$ cat config.mk
export PLATFORM = sky130hd
export DESIGN_NAME = http_response_header_parser_core_flat
export DESIGN_NICKNAME = d
export VERILOG_FILES = /design/src/design/hrp_pkg.sv /design/src/design/hrp_if.sv /design/src/design/hrp_step.sv /design/src/design/http_response_header_parser_core.sv /design/src/flat_wrapper.sv
export SDC_FILE = /design/constraint.sdc
export NUM_CORES = 1
export LEC_CHECK = 0
export BUFFER_PORTS_ARGS = -buffer_cell sky130_fd_sc_hd__buf_4
export CAP_MARGIN = 5
export CORE_MARGIN = 3
export CORE_UTILIZATION = 50
export CTS_CLUSTER_DIAMETER = 50
export DETAILED_ROUTE_END_ITERATION = 7
export GPL_TIMING_DRIVEN = 0
export PLACE_DENSITY = 0.72
export SYNTH_ARGS = -nofsm -noshare
export SYNTH_HDL_FRONTEND = slang
export SYNTH_HIERARCHICAL = 1
export SYNTH_SLANG_ARGS = --single-unit
$ cat constraint.sdc
create_clock -name clk -period 9.1 [get_ports clk]
set_input_delay 1.82 -clock clk [delete_from_list [all_inputs] [get_ports clk]]
set_output_delay 1.82 -clock clk [all_outputs]
set_load 0.1 [all_outputs]
$ cat src/design/hrp_pkg.sv
// Shared types, constants and character tables of the reply header parser.
`timescale 1ns / 1ps
package hrp_pkg;

  localparam int LINE_LIMIT = 1024;
  localparam int COL_W      = 11;
  localparam int NTAGS      = 4;

  localparam logic [1:0] TAG_LOC    = 2'd0;
  localparam logic [1:0] TAG_CLEN   = 2'd1;
  localparam logic [1:0] TAG_CRANGE = 2'd2;
  localparam logic [1:0] TAG_TENC   = 2'd3;

  localparam logic [4:0] TAG_LEN [NTAGS] = '{5'd8, 5'd14, 5'd13, 5'd17};

  localparam logic [8*8-1:0]  LOC_TXT    = "Location";
  localparam logic [14*8-1:0] CLEN_TXT   = "Content-Length";
  localparam logic [13*8-1:0] CRANGE_TXT = "Content-Range";
  localparam logic [17*8-1:0] TENC_TXT   = "Transfer-Encoding";
  localparam logic [7*8-1:0]  CHUNK_TXT  = "chunked";
  localparam logic [3:0]      CHUNK_LEN  = 4'd7;

  localparam logic [7:0] CH_TAB   = 8'h09;
  localparam logic [7:0] CH_LF    = 8'h0A;
  localparam logic [7:0] CH_CR    = 8'h0D;
  localparam logic [7:0] CH_SPACE = 8'h20;
  localparam logic [7:0] CH_PLUS  = 8'h2B;
  localparam logic [7:0] CH_MINUS = 8'h2D;
  localparam logic [7:0] CH_ZERO  = 8'h30;
  localparam logic [7:0] CH_NINE  = 8'h39;
  localparam logic [7:0] CH_COLON = 8'h3A;

  localparam logic [9:0]  CODE_MAX     = 10'd999;
  localparam logic [9:0]  CODE_ERR_LO  = 10'd400;
  localparam logic [9:0]  CODE_ERR_HI  = 10'd600;
  localparam logic [9:0]  CODE_MOVED   = 10'd301;
  localparam logic [9:0]  CODE_FOUND   = 10'd302;
  localparam logic [9:0]  CODE_SEEOTH  = 10'd303;
  localparam logic [3:0]  VM_FAIL      = 4'd15;
  localparam logic [3:0]  VM_NEG       = 4'd1;

  typedef enum logic [1:0] {
    PH_PARSING  = 2'd0,
    PH_DONE     = 2'd1,
    PH_ERR_CODE = 2'd2,
    PH_BAD_LOC  = 2'd3
  } hrp_phase_t;

  typedef enum logic [2:0] {
    FP_LEAD = 3'd0,
    FP_GAP  = 3'd1,
    FP_MID  = 3'd2,
    FP_TAIL = 3'd3,
    FP_DONE = 3'd4
  } hrp_part_t;

  typedef struct packed {
    logic redirect;
    logic stream;
    logic chunked;
  } hrp_flags_t;

  typedef struct packed {
    hrp_phase_t       phase;
    logic             first_line;
    logic [COL_W-1:0] column;
    logic             pending_cr;
    hrp_part_t        field_part;
    logic [NTAGS-1:0] tag_cand;
    logic [3:0]       value_match;
    logic [31:0]      value_accum;
    logic [9:0]       code;
    logic [31:0]      length;
    hrp_flags_t       flags;
  } hrp_state_t;

  localparam hrp_state_t STATE_RESET = '{
    phase:       PH_PARSING,
    first_line:  1'b1,
    column:      '0,
    pending_cr:  1'b0,
    field_part:  FP_LEAD,
    tag_cand:    '1,
    value_match: '0,
    value_accum: '0,
    code:        '0,
    length:      '0,
    flags:       '{redirect: 1'b0, stream: 1'b1, chunked: 1'b0}
  };

endpackage

$ cat src/design/hrp_if.sv
// Valid/ready channel interfaces for header bytes and parse status.
`timescale 1ns / 1ps
interface hrp_in_if;
  logic       valid;
  logic       ready;
  logic [7:0] rx_byte;
  logic       start_reply;

  modport source (output valid, output rx_byte, output start_reply, input ready);
  modport sink   (input valid, input rx_byte, input start_reply, output ready);
endinterface

interface hrp_out_if;
  logic        valid;
  logic        ready;
  logic [1:0]  header_state;
  logic [9:0]  status_code;
  logic [31:0] content_length;
  logic        is_chunked;
  logic        is_stream;
  logic        redirect;

  modport source (output valid, output header_state, output status_code,
                  output content_length, output is_chunked, output is_stream,
                  output redirect, input ready);
  modport sink   (input valid, input header_state, input status_code,
                  input content_length, input is_chunked, input is_stream,
                  input redirect, output ready);
endinterface

$ cat src/design/hrp_step.sv
// Next parse state for one header byte.
`timescale 1ns / 1ps
module hrp_step (
  input  hrp_pkg::hrp_state_t cur,
  input  logic [7:0]          rx_byte,
  input  logic                start_reply,
  output hrp_pkg::hrp_state_t nxt
);
  import hrp_pkg::*;

  function automatic logic is_ws(input logic [7:0] b);
    return (b == CH_SPACE) || (b >= CH_TAB && b <= CH_CR);
  endfunction

  function automatic logic is_dig(input logic [7:0] b);
    return (b >= CH_ZERO) && (b <= CH_NINE);
  endfunction

  function automatic logic [31:0] dig_val(input logic [7:0] b);
    return {24'd0, b - CH_ZERO};
  endfunction

  function automatic logic [7:0] tag_char(input logic [1:0] tag, input logic [4:0] p);
    logic [4:0] k;
    logic [7:0] c;
    c = 8'h00;
    k = 5'd0;
    case (tag)
      TAG_LOC: begin
        k = TAG_LEN[0] - 5'd1 - p;
        c = LOC_TXT[8*k +: 8];
      end
      TAG_CLEN: begin
        k = TAG_LEN[1] - 5'd1 - p;
        c = CLEN_TXT[8*k +: 8];
      end
      TAG_CRANGE: begin
        k = TAG_LEN[2] - 5'd1 - p;
        c = CRANGE_TXT[8*k +: 8];
      end
      TAG_TENC: begin
        k = TAG_LEN[3] - 5'd1 - p;
        c = TENC_TXT[8*k +: 8];
      end
      default: c = 8'h00;
    endcase
    return c;
  endfunction

  function automatic hrp_state_t value_byte(input hrp_state_t s, input logic [7:0] b);
    hrp_state_t r;
    logic [2:0] k;
    r = s;
    k = 3'd0;
    if (s.tag_cand[TAG_CLEN]) begin
      if (s.value_match == 4'd0 && is_dig(b)) begin
        r.value_accum = (s.value_accum << 3) + (s.value_accum << 1) + dig_val(b);
      end else begin
        r.value_match = 4'd1;
      end
    end else if (s.tag_cand[TAG_TENC]) begin
      r.value_match = VM_FAIL;
      if (s.value_match < CHUNK_LEN) begin
        k = 3'(CHUNK_LEN - 4'd1 - s.value_match);
        if (b == CHUNK_TXT[8*k +: 8]) begin
          r.value_match = s.value_match + 4'd1;
        end
      end
    end
    return r;
  endfunction

  function automatic hrp_state_t first_byte(input hrp_state_t s, input logic [7:0] b);
    hrp_state_t  r;
    logic [31:0] acc;
    r = s;
    acc = '0;
    case (s.field_part)
      FP_LEAD: if (is_ws(b)) r.field_part = FP_GAP;
      FP_GAP: begin
        if (!is_ws(b)) begin
          if (b == CH_PLUS || b == CH_MINUS) begin
            r.value_match = (b == CH_MINUS) ? VM_NEG : 4'd0;
            r.field_part  = FP_MID;
          end else if (is_dig(b)) begin
            r.value_accum = dig_val(b);
            r.field_part  = FP_TAIL;
          end else begin
            r.field_part = FP_DONE;
          end
        end
      end
      FP_MID: begin
        if (is_dig(b)) begin
          r.value_accum = dig_val(b);
          r.field_part  = FP_TAIL;
        end else begin
          r.field_part = FP_DONE;
        end
      end
      FP_TAIL: begin
        if (is_dig(b)) begin
          acc = (s.value_accum << 3) + (s.value_accum << 1) + dig_val(b);
          r.value_accum = (acc > {22'd0, CODE_MAX}) ? {22'd0, CODE_MAX} : acc;
        end else begin
          r.field_part = FP_DONE;
        end
      end
      default: r = s;
    endcase
    return r;
  endfunction

  function automatic hrp_state_t later_byte(input hrp_state_t s, input logic [7:0] b,
                                            input logic [COL_W-1:0] pos);
    hrp_state_t       r;
    logic [NTAGS-1:0] hit;
    logic             ok;
    r = s;
    hit = '0;
    ok = 1'b0;
    case (s.field_part)
      FP_LEAD: begin
        if (b == CH_COLON) begin
          for (int i = 0; i < NTAGS; i++) begin
            if (s.tag_cand[i] && pos == {{(COL_W-5){1'b0}}, TAG_LEN[i]}) begin
              hit = NTAGS'(1) << i;
            end
          end
          r.tag_cand   = hit;
          r.field_part = (hit != '0) ? FP_GAP : FP_TAIL;
        end else begin
          for (int i = 0; i < NTAGS; i++) begin
            ok = 1'b0;
            if (pos < {{(COL_W-5){1'b0}}, TAG_LEN[i]}) begin
              ok = (b == tag_char(2'(i), pos[4:0]));
            end
            if (!ok) r.tag_cand[i] = 1'b0;
          end
        end
      end
      FP_GAP: begin
        if (!is_ws(b)) begin
          r.field_part = FP_MID;
          r = value_byte(r, b);
        end
      end
      FP_MID: r = value_byte(s, b);
      default: r = s;
    endcase
    return r;
  endfunction

  function automatic hrp_state_t feed(input hrp_state_t s, input logic [7:0] b,
                                      input logic [COL_W-1:0] pos);
    return s.first_line ? first_byte(s, b) : later_byte(s, b, pos);
  endfunction

  function automatic hrp_state_t new_line(input hrp_state_t s);
    hrp_state_t r;
    r = s;
    r.column      = '0;
    r.pending_cr  = 1'b0;
    r.field_part  = FP_LEAD;
    r.tag_cand    = '1;
    r.value_match = '0;
    r.value_accum = '0;
    return r;
  endfunction

  function automatic hrp_state_t end_line(input hrp_state_t s);
    hrp_state_t       r;
    logic [COL_W-1:0] stored;
    logic [9:0]       code;
    r = s;
    code = '0;
    stored = s.column - {{(COL_W-1){1'b0}}, s.pending_cr};
    if (stored == '0) begin
      r.phase = PH_DONE;
    end else if (s.first_line) begin
      if (!s.value_match[0]) begin
        code = (s.value_accum > {22'd0, CODE_MAX}) ? CODE_MAX : s.value_accum[9:0];
      end
      r.code = code;
      if (code >= CODE_ERR_LO && code < CODE_ERR_HI) r.phase = PH_ERR_CODE;
      r.first_line = 1'b0;
    end else if (s.field_part == FP_GAP || s.field_part == FP_MID) begin
      if (s.tag_cand[TAG_LOC]) begin
        if (s.code == CODE_MOVED || s.code == CODE_FOUND || s.code == CODE_SEEOTH) begin
          r.flags.redirect = 1'b1;
        end else begin
          r.phase = PH_BAD_LOC;
        end
      end else if (s.tag_cand[TAG_CLEN]) begin
        r.length = s.value_accum;
      end else if (s.tag_cand[TAG_CRANGE]) begin
        r.flags.stream = 1'b0;
      end else if (s.tag_cand[TAG_TENC]) begin
        if (s.value_match == CHUNK_LEN) begin
          r.flags.stream  = 1'b1;
          r.flags.chunked = 1'b1;
        end
      end
    end
    return new_line(r);
  endfunction

  hrp_state_t       base;
  hrp_state_t       work;
  logic [COL_W-1:0] pos;

  always_comb begin
    base = start_reply ? STATE_RESET : cur;
    work = base;
    pos  = base.column;
    if (base.phase == PH_PARSING) begin
      if (rx_byte == CH_LF) begin
        work = end_line(base);
      end else if (pos < COL_W'(LINE_LIMIT - 1)) begin
        if (base.pending_cr) begin
          work.pending_cr = 1'b0;
          work = feed(work, CH_CR, pos - COL_W'(1));
        end
        if (rx_byte == CH_CR) begin
          work.pending_cr = 1'b1;
        end else begin
          work = feed(work, rx_byte, pos);
        end
        work.column = pos + COL_W'(1);
      end
    end
  end

  assign nxt = work;

endmodule

$ cat src/design/http_response_header_parser_core.sv
// Byte-serial reply header parser: state registers, result handshake and checks.
//
// Usage:
//   in_ch  carries one header byte per transfer (rx_byte) and start_reply, which
//          clears all parse state before that byte is taken.
//   out_ch returns one status item per accepted byte: header_state, status_code,
//          content_length, is_chunked, is_stream and redirect as they stand after
//          that byte.
//   The result is valid in the cycle after the input transfer. One byte is taken
//   every cycle unless out_ch stalls; the whole per-byte update is a single pass
//   through the next-state logic into the state registers, which also drive the
//   result. When out_ch stalls, the finished result holds and in_ch accepts
//   exactly when the result register is empty or being drained in the same cycle.
//   Reset (rst_n low, synchronous) empties the result register and returns the
//   parse state to its start: parsing, first line, stream flag set.
//   After the header completes or fails, bytes are taken but change nothing
//   until start_reply.
`timescale 1ns / 1ps
module http_response_header_parser_core (
  input logic          clk,
  input logic          rst_n,
  hrp_in_if.sink       in_ch,
  hrp_out_if.source    out_ch
);
  import hrp_pkg::*;

  hrp_state_t state_r;
  hrp_state_t state_nxt;
  logic       out_valid_r;
  logic       out_valid_nxt;
  logic       in_xfer;

  hrp_step u_step (
    .cur         (state_r),
    .rx_byte     (in_ch.rx_byte),
    .start_reply (in_ch.start_reply),
    .nxt         (state_nxt)
  );

  assign in_ch.ready   = !out_valid_r || out_ch.ready;
  assign in_xfer       = in_ch.valid && in_ch.ready;
  assign out_valid_nxt = in_xfer || (out_valid_r && !out_ch.ready);

  always_ff @(posedge clk) begin
    if (!rst_n) begin
      out_valid_r <= 1'b0;
      state_r     <= STATE_RESET;
    end else begin
      out_valid_r <= out_valid_nxt;
      if (in_xfer) state_r <= state_nxt;
    end
  end

  assign out_ch.valid          = out_valid_r;
  assign out_ch.header_state   = state_r.phase;
  assign out_ch.status_code    = state_r.code;
  assign out_ch.content_length = state_r.length;
  assign out_ch.is_chunked     = state_r.flags.chunked;
  assign out_ch.is_stream      = state_r.flags.stream;
  assign out_ch.redirect       = state_r.flags.redirect;

`ifndef ASSERT_OFF
  a_start_parses: assert property (@(posedge clk) disable iff (!rst_n)
    in_xfer && in_ch.start_reply && in_ch.rx_byte != CH_LF
    |=> out_ch.header_state == PH_PARSING)
    else $error("start of reply did not restart parsing");

  a_end_sticks: assert property (@(posedge clk) disable iff (!rst_n)
    in_xfer && !in_ch.start_reply && state_r.phase != PH_PARSING
    |=> state_r.phase == $past(state_r.phase))
    else $error("finished header state changed without start of reply");

  a_redirect_code: assert property (@(posedge clk) disable iff (!rst_n)
    state_r.flags.redirect
    |-> (state_r.code == CODE_MOVED || state_r.code == CODE_FOUND ||
         state_r.code == CODE_SEEOTH))
    else $error("redirect flag set with a non-redirect status code");

  a_column_bound: assert property (@(posedge clk) disable iff (!rst_n)
    state_r.column <= COL_W'(LINE_LIMIT - 1))
    else $error("line column ran past the line limit");

  a_state_held: assert property (@(posedge clk) disable iff (!rst_n)
    !in_xfer |=> $stable(state_r))
    else $error("parse state moved without an input transfer");
`endif

endmodule

$ cat src/flat_wrapper.sv
// flat-port wrapper written by rule: the top's interface ports become plain ports
module http_response_header_parser_core_flat import hrp_pkg::*;
  (clk, rst_n, in_ch_valid, in_ch_rx_byte, in_ch_start_reply, in_ch_ready, out_ch_valid, out_ch_header_state, out_ch_status_code, out_ch_content_length, out_ch_is_chunked, out_ch_is_stream, out_ch_redirect, out_ch_ready);
  hrp_in_if in_ch_i ();
  hrp_out_if out_ch_i ();
  input logic clk;
  input logic rst_n;
  input wire logic [$bits(in_ch_i.valid)-1:0] in_ch_valid;
  input wire logic [$bits(in_ch_i.rx_byte)-1:0] in_ch_rx_byte;
  input wire logic [$bits(in_ch_i.start_reply)-1:0] in_ch_start_reply;
  output wire logic [$bits(in_ch_i.ready)-1:0] in_ch_ready;
  output wire logic [$bits(out_ch_i.valid)-1:0] out_ch_valid;
  output wire logic [$bits(out_ch_i.header_state)-1:0] out_ch_header_state;
  output wire logic [$bits(out_ch_i.status_code)-1:0] out_ch_status_code;
  output wire logic [$bits(out_ch_i.content_length)-1:0] out_ch_content_length;
  output wire logic [$bits(out_ch_i.is_chunked)-1:0] out_ch_is_chunked;
  output wire logic [$bits(out_ch_i.is_stream)-1:0] out_ch_is_stream;
  output wire logic [$bits(out_ch_i.redirect)-1:0] out_ch_redirect;
  input wire logic [$bits(out_ch_i.ready)-1:0] out_ch_ready;
  assign in_ch_i.valid = in_ch_valid;
  assign in_ch_i.rx_byte = in_ch_rx_byte;
  assign in_ch_i.start_reply = in_ch_start_reply;
  assign in_ch_ready = in_ch_i.ready;
  assign out_ch_valid = out_ch_i.valid;
  assign out_ch_header_state = out_ch_i.header_state;
  assign out_ch_status_code = out_ch_i.status_code;
  assign out_ch_content_length = out_ch_i.content_length;
  assign out_ch_is_chunked = out_ch_i.is_chunked;
  assign out_ch_is_stream = out_ch_i.is_stream;
  assign out_ch_redirect = out_ch_i.redirect;
  assign out_ch_i.ready = out_ch_ready;
  http_response_header_parser_core u_core (.clk(clk), .rst_n(rst_n), .in_ch(in_ch_i), .out_ch(out_ch_i));
endmodule
==> results.yml <==
run_status:
  outcome: "finished clean"
worst_hold_path:
  min_from: "u_core/state_r[91]"
  hold_class: "flip-flop to flip-flop"
clocking:
  clock_path_buffers: 2
  root_buffer: "clkbuf_16"
  clk_latency_ps: 350
  hold_buffers: 0
  cts_tree: "yes"
  cts_inserted_buffers: 9
  clkSlewWorstSetupHoldPaths_ps: 80
  cts_setup_buffers: 0
  post_cts_resized: 0
  cts_sinks: 104
  htree_levels: 3
floorplan:
  die_y_um: 171
  initial_core_util: 0.515
  core_region_area_um2: 26400
  num_rows: 59
  die_w_um: 171
  die_area_um2: 29200
  io_pins: 62
setup_path:
  cp-startpoint: "in_ch_start_reply"
  critPathSlowestCell: "a311oi_1"
  critical_path.max_fanout: 10
  cp-start-kind: "input pin"
  critPathArrivalTime_ps: 9160
  cp_num_buf_inv: 8
  worstReg2RegStart: "u_core/state_r[51]"
  cp-end-kind: "flip-flop"
  critPathKind: "input pin to flip-flop"
  path_delay_family: "buffers and inverters"
  slowest_delay_ps: 730
  worst_ep_required_time_ps: 9370
  critPathMostFrequentCell: "buf_2"
global_route:
  grt_first_pass_wirelength_mm: 81.7
  grt_overflow: 0
  grt_pass1_vias: 14000
  antenna_found_initial: 0
  grt_max_degree: 20
  grt_util_all_layers: 0.352
pwr:
  powerDensity_nw_per_um2: 77.7
  pwr-share-clk: 0.366
  switching_power_w: 0.000374
  swShare: 0.326
  ir_drop_uv: 93.9
  p_seq_frac: 0.406
  p_leak_nw: 6.25
  p_int_w: 0.000774
  combPwrFrac: 0.228
sta:
  max_freq_mhz: 113
  tightest_slew_ps: 1010
  finalSetupViolations: 0
  finClkSkew_ps: 10.7
  max-slew-margin-rel: 0.324
  slew_viol_final: 0
  finalCriticalPeriod_ps: 8880
  tns_ps: 0
  rsz0062_at_grt: "false"
  timing.final.ws_setup_ps: 218
  timing.final.crit_share: 0.976
  hold_viol: 0
logic_synthesis:
  synthCells: 1996
  synth_edf_count: 0
  synthArstFlopShare: 0
  syn-cell-area_um2: 13600
  ys_seq_area_frac: 0.153
  ys_ff_latch: 104
  synthesis.nets: 2110
  ys.flop_type: "dfxtp_1"
  synth_cell_types: 99
  avgSynthCellArea_um2: 6.82
  yosys_warnings: 6
route:
  first_iter_violations: 1954
  ant_nets: 0
  first_pass_iters: 6
  drc: 0
  finalWirelength_mm: 53.2
  viasPerCell: 6.44
  wl_per_cell_um: 22.1
  vias: 15500
layout:
  antenna_cells: 0
  drive_gt1_frac: 0.102
  layout.nets: 2179
  area_growth_pct: 8.63
flow_run:
  cap_viol_max_count: 0
placed_design:
  pre_cts_slack_ps: 354
  gp_congestion: 1.05
  hpwl_mm: 41.8
  portBuffers: 58
==> synth_stat cells (all sizes together), types with 7 or more instances <==
| cell | n | area share |
|---|---|---|
| a2111oi | 8 | 0.0051 |
| a211oi | 14 | 0.0081 |
| a21boi | 12 | 0.0066 |
| a21o | 16 | 0.0088 |
| a21oi | 120 | 0.045 |
| a22o | 8 | 0.0051 |
| a22oi | 8 | 0.0044 |
| a311oi | 9 | 0.0071 |
| a31o | 7 | 0.0045 |
| a31oi | 29 | 0.014 |
| and2 | 12 | 0.0061 |
| and3 | 24 | 0.011 |
| buf | 93 | 0.049 |
| clkbuf | 82 | 0.023 |
| dfxtp | 104 | 0.15 |
| ha | 95 | 0.087 |
| inv | 70 | 0.019 |
| mux2i | 103 | 0.076 |
| nand2 | 425 | 0.12 |
| nand2b | 12 | 0.0061 |
| nand3 | 55 | 0.020 |
| nand4 | 24 | 0.011 |
| nor2 | 146 | 0.040 |
| nor2b | 31 | 0.014 |
| nor3 | 46 | 0.018 |
| nor4 | 16 | 0.0078 |
| nor4b | 7 | 0.0056 |
| o2111ai | 8 | 0.0051 |
| o211ai | 27 | 0.015 |
| o21a | 14 | 0.0077 |
| o21ai | 157 | 0.058 |
| o221ai | 10 | 0.0069 |
| o22ai | 18 | 0.0083 |
| o31ai | 11 | 0.0064 |
| or2 | 12 | 0.0055 |
| or3 | 7 | 0.0032 |
| xnor2 | 42 | 0.027 |
| xor2 | 17 | 0.011 |
==> flip-flops by register name, summed over array words and instances (netlist names) <==
register / flops
u_core/state_r: 56
u_core/out_ch.is_chunked: 1
u_core/out_ch.header_state: 2
u_core/out_ch.redirect: 1
u_core/out_ch.valid: 1
u_core/out_ch.content_length: 32
u_core/out_ch.status_code: 10
u_core/out_ch.is_stream: 1
==> power by group through the flow <==
stage	Combinational (W)	Clock, W	Sequential [W]
final	0.000262	0.000421	0.000466
after floorplan	0.000179	0	0.000478
after global placement	0.000250	0	0.000477
after global routing	0.000279	0.000442	0.000467
after CTS	0.000254	0.000427	0.000466
after detailed placement	0.000253	0	0.000477
==> cell families (layout without fill, tap and decap cells) <==
family	after synthesis	count (layout)	synth area share
AO/OA/AOI/OAI	536	536	0.257
XOR/XNOR	59	59	0.0379
adder cells (fa/ha/maj)	102	102	0.0968
buffers and inverters	248	322	0.0913
flip-flops	104	104	0.153
multiplexers	108	108	0.0832
AND/OR/NAND/NOR	839	839	0.281
==> tightest hold or removal path: cells and delay by family, from the launching register on <==
family	cells	cell delay [ps]
multiplexers	1	50
flip-flops	1	310
AND/OR/NAND/NOR	1	50
==> cells in the final DEF (no fill, tap or decap), types with 13 or more instances in the layout <==
| cell | n |
|---|---|
| a211oi_1 | 13 |
| a21o_1 | 16 |
| a21oi_1 | 116 |
| a31oi_1 | 28 |
| and3_1 | 22 |
| buf_2 | 22 |
| buf_4 | 108 |
| buf_6 | 13 |
| clkbuf_1 | 82 |
| dfxtp_1 | 104 |
| ha_1 | 95 |
| inv_1 | 66 |
| mux2i_1 | 103 |
| nand2_1 | 424 |
| nand3_1 | 55 |
| nand4_1 | 24 |
| nor2_1 | 146 |
| nor2b_1 | 31 |
| nor3_1 | 44 |
| nor4_1 | 15 |
| o211ai_1 | 27 |
| o21a_1 | 14 |
| o21ai_0 | 146 |
| o22ai_1 | 18 |
| xnor2_1 | 42 |
| xor2_1 | 17 |
==> cell type report <==
cell class,instances,area (µm²)
Timing Repair Buffer,58,435
Inverter,73,274
Clock buffer,10,239
Fill cell,2649,11600
Buffer,175,970
Tap cell,335,419
Sequential cell,104,2080
Clock inverter,6,81.3
Multi-Input combinational cell,1644,10300
==> layer usage <==
layer	track usage	vias up	part of all wire
li1	-	7221	-
met1	0.514	7281	0.44
met2	0.527	897	0.42
met3	0.0788	90	0.12
met4	0.0794	0	0.020
met5	0	-	0
==> path summary, 6_finish.rpt <==
path | endpoint | slack (ps) | cells after the start
min reg2reg | u_core/state_r[91] | 460 | 2
min | u_core/state_r[91] | 460 | 2
max reg2reg | u_core/state_r[51] | 3530 | 18
max | u_core/state_r[51] | 220 | 25
==> metrics by stage <==
step	cell area (µm²)	utilization	power, W	instances	hold slack [ps]
finish	14800	0.560	0.00115	2405	456
global route	14800	0.560	0.00119	2405	488
CTS	14800	0.560	0.00115	2405	460
detailed placement	14500	0.548	0.000730	2389	450
global placement	14500	0.548	0.000727	2389	441
floorplan	13600	-	0.000657	1996	431
Note: power is estimated with default switching activity, not from simulation.
